--- config.mk ---
export PLATFORM = sky130hd
export DESIGN_NAME = byte_stream_lexer_core
export DESIGN_NICKNAME = d
export VERILOG_FILES = /design/src/bsl_pkg.sv /design/src/bsl_front.sv /design/src/bsl_queue.sv /design/src/byte_stream_lexer_core.sv
export SDC_FILE = /design/constraint.sdc
export NUM_CORES = 1
export LEC_CHECK = 0
export BUFFER_PORTS_ARGS = -buffer_cell sky130_fd_sc_hd__buf_2
export CAP_MARGIN = 0
export CELL_PAD_IN_SITES_DETAIL_PLACEMENT = 0
export CELL_PAD_IN_SITES_GLOBAL_PLACEMENT = 1
export CORE_MARGIN = 2
export CORE_UTILIZATION = 31
export CTS_CLUSTER_SIZE = 30
export DETAILED_ROUTE_END_ITERATION = 8
export GPL_ROUTABILITY_DRIVEN = 0
export PLACE_DENSITY_LB_ADDON = 0.1
export SLEW_MARGIN = 30
export SYNTH_ARGS = -nofsm -noshare
export SYNTH_HDL_FRONTEND = slang
export SYNTH_HIERARCHICAL = 1
export SYNTH_SLANG_ARGS = --single-unit
export TNS_END_PERCENT = 1
--- constraint.sdc ---
create_clock -name clock -period 9.19 [get_ports clock]
set_clock_uncertainty 0.05 [all_clocks]
set_input_delay 0.4595 -clock clock [delete_from_list [all_inputs] [get_ports clock]]
set_output_delay 0.4595 -clock clock [all_outputs]
set_load 0.02 [all_outputs]
--- src/bsl_pkg.sv ---
`default_nettype none

package bsl_pkg;

   // fixed widths of the item fields
   localparam int CHAR_W = 8;
   localparam int LINE_W = 24;
   localparam int LEN_W  = 16;

   // defaults for the top level parameters
   localparam int MAX_TOKEN_LEN_DEFAULT = 1024;
   localparam int QUEUE_DEPTH_DEFAULT   = 4;

   // token classes
   localparam logic [1:0] CLASS_WORD   = 2'd0;
   localparam logic [1:0] CLASS_PUNCT  = 2'd1;
   localparam logic [1:0] CLASS_STRING = 2'd2;

   // error codes
   localparam logic [2:0] ERR_NONE       = 3'd0;
   localparam logic [2:0] ERR_TOO_LONG   = 3'd1;
   localparam logic [2:0] ERR_END_IN_STR = 3'd2;
   localparam logic [2:0] ERR_NL_IN_STR  = 3'd3;
   localparam logic [2:0] ERR_BAD_ESCAPE = 3'd4;

   // characters the lexer reacts to
   localparam logic [7:0] CHAR_HASH   = 8'h23;
   localparam logic [7:0] CHAR_RBRACE = 8'h7D;
   localparam logic [7:0] CHAR_LBRACE = 8'h7B;
   localparam logic [7:0] CHAR_SEMI   = 8'h3B;
   localparam logic [7:0] CHAR_RPAREN = 8'h29;
   localparam logic [7:0] CHAR_QUOTE  = 8'h22;
   localparam logic [7:0] CHAR_BSLASH = 8'h5C;
   localparam logic [7:0] CHAR_N      = 8'h6E;
   localparam logic [7:0] CHAR_T      = 8'h74;
   localparam logic [7:0] CHAR_SPACE  = 8'h20;
   localparam logic [7:0] CHAR_TAB    = 8'h09;
   localparam logic [7:0] CHAR_NL     = 8'h0A;
   localparam logic [7:0] CHAR_VT     = 8'h0B;
   localparam logic [7:0] CHAR_FF     = 8'h0C;
   localparam logic [7:0] CHAR_CR     = 8'h0D;

   typedef enum logic [2:0] {
      MODE_IDLE    = 3'd0,
      MODE_COMMENT = 3'd1,
      MODE_WORD    = 3'd2,
      MODE_STRING  = 3'd3,
      MODE_ESCAPE  = 3'd4
   } mode_type;

   // one result item without line number and last flag
   typedef struct packed {
      logic              has_char;
      logic [CHAR_W-1:0] char_value;
      logic              token_done;
      logic [1:0]        token_class;
      logic              at_end;
      logic [2:0]        error_code;
   } result_type;

   // everything one input item produces, as queued between front and back
   typedef struct packed {
      logic              two;
      logic [LINE_W-1:0] line;
      result_type        res0;
      result_type        res1;
   } record_type;

   typedef struct packed {
      logic       valid;
      record_type rec;
   } push_type;

endpackage

`default_nettype wire

--- src/bsl_front.sv ---
`default_nettype none

module bsl_front #(
   parameter int MAX_TOKEN_LEN = bsl_pkg::MAX_TOKEN_LEN_DEFAULT
) (
   input  wire logic                     clock,
   input  wire logic                     reset,
   input  wire logic                     accept,
   input  wire logic [bsl_pkg::CHAR_W-1:0] data_byte,
   input  wire logic                     end_of_text,
   output bsl_pkg::push_type             push_out
);
   import bsl_pkg::*;

   localparam logic [LEN_W-1:0] WORD_LIMIT = LEN_W'(MAX_TOKEN_LEN);
   localparam logic [LEN_W-1:0] STR_LIMIT  = LEN_W'(MAX_TOKEN_LEN - 1);
   localparam logic [LINE_W-1:0] LINE_ONE  = LINE_W'(1);

   mode_type          mode_ff, mode_in;
   logic [LINE_W-1:0] line_ff, line_in;
   logic [LEN_W-1:0]  len_ff, len_in;
   logic              halt_ff, halt_in;

   logic       is_space;
   logic       word_stop;
   logic       line_inc;

   // between-token decode of the current byte
   logic       i_emit;
   result_type i_res;
   mode_type   i_mode;
   logic [LEN_W-1:0] i_len;
   logic       i_inc;

   logic       emit0, emit1;
   result_type res0, res1;
   logic [CHAR_W-1:0] decoded;

   assign is_space = (data_byte == CHAR_SPACE) || (data_byte == CHAR_TAB) ||
                     (data_byte == CHAR_NL) || (data_byte == CHAR_VT) ||
                     (data_byte == CHAR_FF) || (data_byte == CHAR_CR);

   assign word_stop = end_of_text || is_space || (data_byte == CHAR_LBRACE) ||
                      (data_byte == CHAR_RBRACE) || (data_byte == CHAR_QUOTE) ||
                      (data_byte == CHAR_HASH);

   always_comb begin
      i_emit = 1'b0;
      i_res  = '0;
      i_mode = MODE_IDLE;
      i_len  = '0;
      i_inc  = 1'b0;
      if (end_of_text) begin
         i_emit       = 1'b1;
         i_res.at_end = 1'b1;
      end else if (is_space) begin
         i_inc = (data_byte == CHAR_NL);
      end else if (data_byte == CHAR_HASH) begin
         i_mode = MODE_COMMENT;
      end else if ((data_byte == CHAR_RBRACE) || (data_byte == CHAR_SEMI) ||
                   (data_byte == CHAR_RPAREN)) begin
         i_emit            = 1'b1;
         i_res.has_char    = 1'b1;
         i_res.char_value  = data_byte;
         i_res.token_done  = 1'b1;
         i_res.token_class = CLASS_PUNCT;
      end else if (data_byte == CHAR_QUOTE) begin
         i_emit            = 1'b1;
         i_res.has_char    = 1'b1;
         i_res.char_value  = data_byte;
         i_res.token_class = CLASS_STRING;
         i_len             = LEN_W'(1);
         i_mode            = MODE_STRING;
      end else begin
         i_emit            = 1'b1;
         i_res.has_char    = 1'b1;
         i_res.char_value  = data_byte;
         i_res.token_class = CLASS_WORD;
         i_len             = LEN_W'(1);
         i_mode            = MODE_WORD;
      end
   end

   // escape decoding
   always_comb begin
      case (data_byte)
         CHAR_N:  decoded = CHAR_NL;
         CHAR_T:  decoded = CHAR_TAB;
         default: decoded = data_byte;
      endcase
   end

   // next state
   always_comb begin
      mode_in  = mode_ff;
      len_in   = len_ff;
      halt_in  = halt_ff;
      line_inc = 1'b0;
      if (accept && !halt_ff) begin
         unique case (mode_ff)
            MODE_COMMENT: begin
               if (end_of_text) begin
                  mode_in = MODE_IDLE;
               end else if (data_byte == CHAR_NL) begin
                  mode_in  = MODE_IDLE;
                  line_inc = 1'b1;
               end
            end
            MODE_WORD: begin
               if (word_stop) begin
                  mode_in  = i_mode;
                  len_in   = i_len;
                  line_inc = i_inc;
               end else if (len_ff >= WORD_LIMIT) begin
                  halt_in = 1'b1;
               end else begin
                  len_in = len_ff + LEN_W'(1);
               end
            end
            MODE_STRING, MODE_ESCAPE: begin
               if (end_of_text || (data_byte == CHAR_NL)) begin
                  halt_in = 1'b1;
               end else if ((mode_ff == MODE_STRING) && (data_byte == CHAR_QUOTE)) begin
                  mode_in = MODE_IDLE;
                  len_in  = '0;
               end else if ((mode_ff == MODE_STRING) && (data_byte == CHAR_BSLASH)) begin
                  mode_in = MODE_ESCAPE;
               end else if ((mode_ff == MODE_ESCAPE) && (data_byte != CHAR_N) &&
                            (data_byte != CHAR_T) && (data_byte != CHAR_QUOTE) &&
                            (data_byte != CHAR_BSLASH)) begin
                  halt_in = 1'b1;
               end else if (len_ff >= STR_LIMIT) begin
                  halt_in = 1'b1;
               end else begin
                  mode_in = MODE_STRING;
                  len_in  = len_ff + LEN_W'(1);
               end
            end
            default: begin
               mode_in  = i_mode;
               len_in   = i_len;
               line_inc = i_inc;
            end
         endcase
      end
      line_in = (line_inc && (line_ff != '1)) ? line_ff + LINE_ONE : line_ff;
   end

   // results
   always_comb begin
      emit0 = 1'b0;
      emit1 = 1'b0;
      res0  = '0;
      res1  = '0;
      unique case (mode_ff)
         MODE_COMMENT: begin
            if (end_of_text) begin
               emit0       = 1'b1;
               res0.at_end = 1'b1;
            end
         end
         MODE_WORD: begin
            if (word_stop) begin
               emit0           = 1'b1;
               res0.token_done = 1'b1;
               emit1           = i_emit;
               res1            = i_res;
            end else if (len_ff >= WORD_LIMIT) begin
               emit0           = 1'b1;
               res0.error_code = ERR_TOO_LONG;
            end else begin
               emit0           = 1'b1;
               res0.has_char   = 1'b1;
               res0.char_value = data_byte;
            end
         end
         MODE_STRING, MODE_ESCAPE: begin
            emit0            = 1'b1;
            res0.token_class = CLASS_STRING;
            if (end_of_text) begin
               res0.error_code = ERR_END_IN_STR;
            end else if (data_byte == CHAR_NL) begin
               res0.error_code = ERR_NL_IN_STR;
            end else if ((mode_ff == MODE_STRING) && (data_byte == CHAR_QUOTE)) begin
               res0.has_char   = 1'b1;
               res0.char_value = data_byte;
               res0.token_done = 1'b1;
            end else if ((mode_ff == MODE_STRING) && (data_byte == CHAR_BSLASH)) begin
               emit0 = 1'b0;
            end else if ((mode_ff == MODE_ESCAPE) && (data_byte != CHAR_N) &&
                         (data_byte != CHAR_T) && (data_byte != CHAR_QUOTE) &&
                         (data_byte != CHAR_BSLASH)) begin
               res0.error_code = ERR_BAD_ESCAPE;
            end else if (len_ff >= STR_LIMIT) begin
               res0.error_code = ERR_TOO_LONG;
            end else begin
               res0.has_char   = 1'b1;
               res0.char_value = (mode_ff == MODE_ESCAPE) ? decoded : data_byte;
            end
         end
         default: begin
            emit0 = i_emit;
            res0  = i_res;
         end
      endcase
   end

   assign push_out.valid    = accept && !halt_ff && emit0;
   assign push_out.rec.two  = emit1;
   assign push_out.rec.line = line_ff;
   assign push_out.rec.res0 = res0;
   assign push_out.rec.res1 = res1;

   always_ff @(posedge clock) begin
      if (reset) begin
         mode_ff <= MODE_IDLE;
         line_ff <= LINE_ONE;
         len_ff  <= '0;
         halt_ff <= 1'b0;
      end else begin
         mode_ff <= mode_in;
         line_ff <= line_in;
         len_ff  <= len_in;
         halt_ff <= halt_in;
      end
   end

endmodule

`default_nettype wire

--- src/bsl_queue.sv ---
`default_nettype none

module bsl_queue #(
   parameter int DEPTH = bsl_pkg::QUEUE_DEPTH_DEFAULT
) (
   input  wire logic                       clock,
   input  wire logic                       reset,
   input  wire bsl_pkg::push_type          push_in,
   output logic                            full,
   output logic                            empty,
   input  wire logic                       pop,
   output bsl_pkg::result_type             head_res,
   output logic [bsl_pkg::LINE_W-1:0]      head_line,
   output logic                            head_last
);
   import bsl_pkg::*;

   localparam int PTR_W = (DEPTH > 1) ? $clog2(DEPTH) : 1;
   localparam int CNT_W = $clog2(DEPTH + 1);
   localparam logic [PTR_W-1:0] PTR_LAST = PTR_W'(DEPTH - 1);
   localparam logic [CNT_W-1:0] CNT_FULL = CNT_W'(DEPTH);

   record_type        rec_ff [DEPTH];
   logic [PTR_W-1:0]  wr_ptr_ff, wr_ptr_in;
   logic [PTR_W-1:0]  rd_ptr_ff, rd_ptr_in;
   logic [CNT_W-1:0]  count_ff, count_in;
   logic              slot_ff, slot_in;

   record_type head;
   logic       do_push, do_pop, take;

   assign full  = (count_ff == CNT_FULL);
   assign empty = (count_ff == '0);

   assign head      = rec_ff[rd_ptr_ff];
   assign head_res  = slot_ff ? head.res1 : head.res0;
   assign head_line = head.line;
   assign head_last = slot_ff || !head.two;

   // a record leaves once its last result is taken
   assign take    = pop && !empty;
   assign do_pop  = take && head_last;
   assign do_push = push_in.valid;

   always_comb begin
      wr_ptr_in = wr_ptr_ff;
      rd_ptr_in = rd_ptr_ff;
      count_in  = count_ff;
      slot_in   = slot_ff;
      if (do_push) begin
         wr_ptr_in = (wr_ptr_ff == PTR_LAST) ? '0 : wr_ptr_ff + PTR_W'(1);
      end
      if (do_pop) begin
         rd_ptr_in = (rd_ptr_ff == PTR_LAST) ? '0 : rd_ptr_ff + PTR_W'(1);
      end
      if (take) begin
         slot_in = !head_last;
      end
      case ({do_push, do_pop})
         2'b10:   count_in = count_ff + CNT_W'(1);
         2'b01:   count_in = count_ff - CNT_W'(1);
         default: count_in = count_ff;
      endcase
   end

   always_ff @(posedge clock) begin
      if (do_push) begin
         rec_ff[wr_ptr_ff] <= push_in.rec;
      end
   end

   always_ff @(posedge clock) begin
      if (reset) begin
         wr_ptr_ff <= '0;
         rd_ptr_ff <= '0;
         count_ff  <= '0;
         slot_ff   <= 1'b0;
      end else begin
         wr_ptr_ff <= wr_ptr_in;
         rd_ptr_ff <= rd_ptr_in;
         count_ff  <= count_in;
         slot_ff   <= slot_in;
      end
   end

endmodule

`default_nettype wire

--- src/byte_stream_lexer_core.sv ---
// channel   direction  handshake              payload
// req       in         push / full            req_data_byte, req_end_of_text
// rsp       out        empty / pop            rsp_has_char .. rsp_last
//
// one input item is taken per cycle while full is low; the lexer mode update
// is a single cycle of logic, so the front never holds an item back itself
// an item yields zero, one or two result items; they go into a small record
// queue and leave one per cycle while pop is high, so a run of two-result items
// is limited by the result side to one result item per cycle
// a result item reaches the rsp ports from the registered record queue, behind earlier records
// reset is synchronous: lexer between tokens, line 1, queue empty
// either side may stall on its own; full rises only when the queue is full
`default_nettype none

module byte_stream_lexer_core #(
   parameter int MAX_TOKEN_LEN = bsl_pkg::MAX_TOKEN_LEN_DEFAULT,
   parameter int QUEUE_DEPTH   = bsl_pkg::QUEUE_DEPTH_DEFAULT
) (
   input  wire logic                         clock,
   input  wire logic                         reset,
   // input channel
   input  wire logic                         push,
   output logic                              full,
   input  wire logic [bsl_pkg::CHAR_W-1:0]   req_data_byte,
   input  wire logic                         req_end_of_text,
   // result channel
   output logic                              empty,
   input  wire logic                         pop,
   output logic                              rsp_has_char,
   output logic [bsl_pkg::CHAR_W-1:0]        rsp_char_value,
   output logic                              rsp_token_done,
   output logic [1:0]                        rsp_token_class,
   output logic                              rsp_at_end,
   output logic [2:0]                        rsp_error_code,
   output logic [bsl_pkg::LINE_W-1:0]        rsp_line_number,
   output logic                              rsp_last
);
   import bsl_pkg::*;

   logic       accept;
   push_type   push_rec;
   result_type head_res;

   // item taken this edge
   assign accept = push && !full;

   // front: mode, line and length tracking, builds at most one record per item
   bsl_front #(
      .MAX_TOKEN_LEN (MAX_TOKEN_LEN)
   ) u_front (
      .clock       (clock),
      .reset       (reset),
      .accept      (accept),
      .data_byte   (req_data_byte),
      .end_of_text (req_end_of_text),
      .push_out    (push_rec)
   );

   // back: record queue, hands out the results of a record one by one
   bsl_queue #(
      .DEPTH (QUEUE_DEPTH)
   ) u_queue (
      .clock     (clock),
      .reset     (reset),
      .push_in   (push_rec),
      .full      (full),
      .empty     (empty),
      .pop       (pop),
      .head_res  (head_res),
      .head_line (rsp_line_number),
      .head_last (rsp_last)
   );

   // unpack the head result onto the ports
   assign rsp_has_char    = head_res.has_char;
   assign rsp_char_value  = head_res.char_value;
   assign rsp_token_done  = head_res.token_done;
   assign rsp_token_class = head_res.token_class;
   assign rsp_at_end      = head_res.at_end;
   assign rsp_error_code  = head_res.error_code;

endmodule

`default_nettype wire

==> results of run 1 <==
## through the flow
stage                     std cells   util  hold WS [ns]  setup WS (ns)  instance area [um2]
after floorplan                 774      -         0.384           5.02                12100
after global placement         1313  0.333         0.399           5.05                12900
after detailed placement       1313  0.333         0.401           4.82                12900
after CTS                      1368  0.359         0.221           4.77                13900
after global routing           1368  0.359         0.256           4.52                13900
final                          1368  0.359         0.250           4.86                13900
## metal layers
layer,routed length [um],vias up,part of all wire,global-route usage
li1,-,3123,-,-
met1,12300,3446,0.46,0.179
met2,13100,104,0.48,0.223
met3,1050,30,0.039,0.0207
met4,571,0,0.021,0.0404
met5,0,-,0,0
## cells in the mapped netlist (12+ instances only)
cell	instances	share of area
nand3_1	19	0.0079
edfxtp_1	228	0.57
nor2_1	54	0.017
inv_1	15	0.0046
nor3_1	18	0.0074
o21ai_0	19	0.0079
or3_1	14	0.0072
nand2_1	23	0.0071
nand2b_1	12	0.0062
and2_1	18	0.0093
clkbuf_1	19	0.0059
mux4_2	50	0.093
dfxtp_1	54	0.089
a21oi_1	23	0.0095
mux2_4	15	0.019
## cell families (layout without fill, tap and decap cells)
kind of cell               after synthesis  after routing  synth area share
other                                    1              4          0.000310
AOI/OAI and AO/OA                       81             81            0.0443
buffers and inverters                   59            135            0.0276
adders and majority gates               10             10            0.0110
and+or+nand+nor                        235            235             0.111
xor gates and xnor gates                19             19            0.0137
muxes                                   84             84             0.137
DFF                                    282            282             0.655
## cell type report
type	instances	area (um2)
sequential	282	7930
clock inverter	7	108
tap	518	648
inverter	15	56.3
fill	3661	24800
multi-input combinational	433	3880
clock buffer	48	890
timing repair buffer	65	350
## critical path: stages, from the launching register on
cell	delay, ns
dfxtp_1	0.49
nor3b_1	0.80
nor3_1	0.21
a2111oi_1	0.88
buf_4	0.27
and2_2	0.65
buf_4	0.58
## state kept, by name, indices dropped and copies added, names as in the netlist, named ones only
register and flops:
u_front/mode_ff 3, u_front/halt_ff 1, u_queue/rd_ptr_ff 2, u_queue/count_ff 3, u_front/len_ff 16, u_queue/rec_ff 228, u_queue/slot_ff 1, u_queue/wr_ptr_ff 2
u_front/line_ff 24
## worst paths after layout
check | from | to | slack, ns | cells past startpoint
max | u_front/mode_ff[1]$_SDFFE_PP0P_ | u_queue/rec_ff[3][13]$_DFFE_PP_ | 4.86 | 6
min reg2reg | u_front/len_ff[10]$_SDFFE_PP0P_ | u_front/len_ff[10]$_SDFFE_PP0P_ | 0.41 | 2
min | pop | u_queue/slot_ff$_SDFFE_PP0P_ | 0.25 | 4
max reg2reg | u_front/mode_ff[1]$_SDFFE_PP0P_ | u_queue/rec_ff[3][13]$_DFFE_PP_ | 4.86 | 6
## power by group through the flow
stage | Sequential, mW | Combinational, mW | Clock (mW)
final | 1.57 | 0.758 | 1.20
after CTS | 1.58 | 0.780 | 1.25
after floorplan | 1.57 | 0.597 | 0
after detailed placement | 1.60 | 0.777 | 0
after global routing | 1.59 | 0.822 | 1.30
after global placement | 1.59 | 0.772 | 0
==> run metrics, run 1 <==
post-synthesis cell type count 76; gr usage total 0.134; largest net degree at the start of global routing 54; Root Driver clkbuf_16; Die Y 202 um; CP endpoint kind flip-flop; Syn-to-layout area delta 14.5%; ratio of cells with drive above 1 in the final layout 0.246; nets 850; Pins Over Slew Limit 0; total net switching power 0.952 mW; total power 3.53 mW; commonest cells after routing, fill and taps aside edfxtp_1, buf_2, nor2_1, dfxtp_1, mux4_2; initial antenna violation count 0; Synth Warn # 6; setup TNS 0 ns; EDFF count, synth between 200 and 250; vias in the first global route 6,970; CTS tree done; diodes inserted 0; via count 6,703; slew of the pin with the lowest slew margin 0.928 ns; number of vias per cell roughly 4.9; fin crit share 0.472; DR iter-0 viols 343; Post-CTS Setup Bufs 0; CP required 9.31 ns; Reg clk slew, reported paths 0.06 ns; Antenna Nets Post-Route 0; most common cell after layout, fill and taps aside edfxtp_1; Seq/Total Area, Yosys 0.655; fmax 231 MHz; post-synthesis instance total roughly 770; total core area between 30,000 and 40,000 um2; IO Port Bufs between 50 and 60; FP Rows just over 70; hold buffers post-CTS 0; CTS resizes 0; Worst setup SP type flip-flop; Setup CP Type reg -> reg; PD cells around 250 nW/um2; switch share 0.270; Flop pwr share 0.445; Internal around 2.6 mW; CTS sink cnt 282; Die X about 200 um; Skew-Pair Late Insertion Delay 0.55 ns; status finished, final reports clean; Pre-antenna DRT Iters 5; RSZ-0062 raised after global routing false; wire per inst approximately 20 um; I/O pin total 56; Async S/R FF share, synth 0; Mapped Area 12,100 um2; drt total wl 27,100 um; grt ovf 0; Clk pwr share 0.341; HPWL Detailed 17,300 um; Avg Inst Size Synth 15.7 um2; largest fanout on the critical path 33; max_cap viols 0; Slew headroom 0.376; logic gate share of total power 0.215; hold crit path type in -> reg; Initial Utilization 0.313; Synth Flop Type edfxtp_1; Inserted Clock Buffers 30; endpoints failing setup 0; Pleak 4.45 nW; Worst VDD drop 127 uV; full die area roughly 41,000 um2; Tmin final between 4 and 5 ns; Data arrival, critical path between 4 and 5 ns; final hold vios 0; # DRC 0; CTS Buffer Depth 3; H-tree Lvls 1; synthesis-stage register bit count 282; first-pass GRT wire length 41,500 um
Power figures use the tool's default switching activity.
==> inputs of run 2 (changes only) <==
==> constraint.sdc (replaced) <==
create_clock -name clock -period 3.6 [get_ports clock]
set_clock_uncertainty 0.05 [all_clocks]
set_input_delay 0.18 -clock clock [delete_from_list [all_inputs] [get_ports clock]]
set_output_delay 0.18 -clock clock [all_outputs]
set_load 0.02 [all_outputs]
==> run 2 against run 1 <==
  * Sequential power grew to 2.5 times the previous value
  * Power rose to 2.5 times the previous value
  * Setup slack got worse by 4.4 ns
  * Clock power increased to 2.5 times the previous value
  * First-iteration DRC count shrank 12%
  * Utilization increased by 0.37 points
  * Worst hold slack worse by 0.20 ns
  * Final cell count grew 0.88%
  * Critical path type unchanged
==> run metrics, run 2 (same netlist as run 1, synthesis figures left out) <==
status finished, final reports clean; initial antenna violation count 1 (+1); IO Port Bufs 55 (unchanged); # DRC 0 (unchanged); largest reg by FF count u_queue/rec_ff; diodes inserted 0 (unchanged); CTS sink cnt 282 (unchanged); Reg clk slew, reported paths 0.06 ns (about the same); fin crit share 0.880 (+0.408); CTS tree done; CTS Buffer Depth 3 (unchanged); drt total wl 26,700 um (-1.4%); Worst setup SP type flip-flop; fillers 3,665 (+0.11%); full die area 40,700 um2 (unchanged); slew of the pin with the lowest slew margin 0.943 ns (+0.0149 ns); RSZ-0062 raised after global routing false; FP Rows 72 (unchanged); Hold Path Depth 4 (unchanged); DR iter-0 viols 301 (-12%); Tmin final 3.17 ns (-1.17 ns); met3 Track Usage GR 0.0199 (-0.000810); total core area 38,600 um2 (unchanged); Slew headroom 0.366 (-0.0100); Inserted Clock Buffers 30 (unchanged); met2 Use GR 0.214 (-0.00985); Die X 202 um (unchanged); Die Y 202 um (unchanged); Pins Over Slew Limit 0 (unchanged); Data arrival, critical path 3.60 ns (-0.86 ns); max reg flops 228 (unchanged); Setup CP Type reg -> reg; via count 6,732 (+0.43%); CP endpoint kind flip-flop; ratio of cells with drive above 1 in the final layout 0.258 (+0.0117); number of vias per cell 4.88 (-0.44%); grt peak-use layer met2; I/O pin total 56 (unchanged); hold path endpoint u_front/halt_ff$_SDFFE_PP0P_; worst r2r src u_front/mode_ff[1]$_SDFFE_PP0P_; Pleak 4.53 nW (+1.9%); Pre-antenna DRT Iters 4 (-1); max_cap viols 0 (unchanged); commonest cells after routing, fill and taps aside edfxtp_1, buf_2, nor2_1, dfxtp_1, mux4_2; most common cell after layout, fill and taps aside edfxtp_1; Worst VDD drop 441 uV (+250%); met1 GRT Util 0.191 (+0.0121); Antenna Nets Post-Route 0 (unchanged); vias in the first global route 7,145 (+2.5%); biggest regs u_queue/rec_ff: 228 flops, u_front/line_ff: 24 flops, u_front/len_ff: 16 flops; fmax 316 MHz (+37%); Reg-to-Reg End u_queue/count_ff[2]$_SDFFE_PP0P_; HPWL Detailed 17,300 um (-0.15%); CTS resizes 0 (unchanged); Reg2Reg Depth 12 (+6); total power 8.99 mW (+150%); Skew-Pair Late Insertion Delay 0.56 ns (about the same); hold_sp push; final hold vios 0 (unchanged); Syn-to-layout area delta 15.7%; nets 863 (+1.5%); hold crit path type in -> reg; grt ovf 0 (unchanged); H-tree Lvls 1 (unchanged); final design area excluding fillers 14,000 um2 (+1.0%); endpoints failing setup 0 (unchanged); wire per inst 19.4 um (-2.2%); largest fanout on the critical path 8 (-76%); DP Area 13,000 um2 (+1.3%); CP required 4.03 ns (-5.28 ns); flop2flop setup slack 0.43 ns (-4.42 ns); Initial Utilization 0.313 (unchanged); largest net degree at the start of global routing 58 (+7.4%); PD cells 642 nW/um2 (+150%); first-pass GRT wire length 42,400 um (+2.1%); Root Driver clkbuf_16; gr usage total 0.134 (+0.000246)
run 2: power by group:
group	internal, mW	switching, mW
registers	3.86	0.0978
clock network	1.80	1.21
logic	0.873	1.15
run 2: final cells by class:
cell class / count / area [um2] / share of cell area
clock buffers: 38 / 812 / 0.0580
clock inverters: 16 / 153 / 0.0109
inverters: 15 / 56.3 / 0.00402
multi-input cells: 433 / 3870 / 0.276
flip-flops and latches: 282 / 7930 / 0.566
well taps: 518 / 648 / 0.0463
repair buffers: 78 / 541 / 0.0386
run 2: worst max path at each step:
stage	start	to	slack, ns
floorplan	u_front/mode_ff[1]$_SDFFE_PP0P_	u_queue/rec_ff[3][0]$_DFFE_PP_	-0.001
global placement	req_data_byte[0]	u_queue/count_ff[2]$_SDFFE_PP0P_	0.28
detailed placement	req_data_byte[2]	u_queue/count_ff[2]$_SDFFE_PP0P_	0.25
CTS	u_front/mode_ff[2]$_SDFFE_PP0P_	u_queue/count_ff[2]$_SDFFE_PP0P_	0.44
global route	u_queue/count_ff[0]$_SDFFE_PP0P_	u_front/line_ff[17]$_SDFFE_PP0P_	0.23
finish	u_front/mode_ff[1]$_SDFFE_PP0P_	u_queue/count_ff[2]$_SDFFE_PP0P_	0.43
run 2: per-stage QoR:
step	TNS (ns)	instances	util	hold slack (ns)	setup WS, ns
after floorplan	-0.230	774	-	0.371	-0.00104
after CTS	0	1380	0.362	0.0166	0.439
after detailed placement	0	1325	0.337	0.405	0.252
after global placement	0	1325	0.337	0.406	0.280
after global routing	0	1380	0.363	0.0480	0.228
final	0	1380	0.363	0.0455	0.432
run 2: layer usage:
layer / wire, um / share of wire
met1: 12900 / 0.48
met2: 12400 / 0.47
met3: 950 / 0.036
met4: 411 / 0.015
met5: 0 / 0
run 2: repair_timing:
action,CTS,global route
setup buffers,0,0
setup endpoints to repair,0,0
endpoints found under the hold margin,1,0
hold buffers,1,0
run 2: critical path, stage by stage (launching register included):
cell       delay (ns)
dfxtp_1          0.39
or3b_2           0.54
nand2_1          0.18
nor3_1           0.13
a2111oi_1        0.54
buf_4            0.23
inv_1            0.06
ha_1             0.21
inv_1            0.08
fa_1             0.17
xor2_1           0.07
or3_1            0.30
a21oi_1          0.15
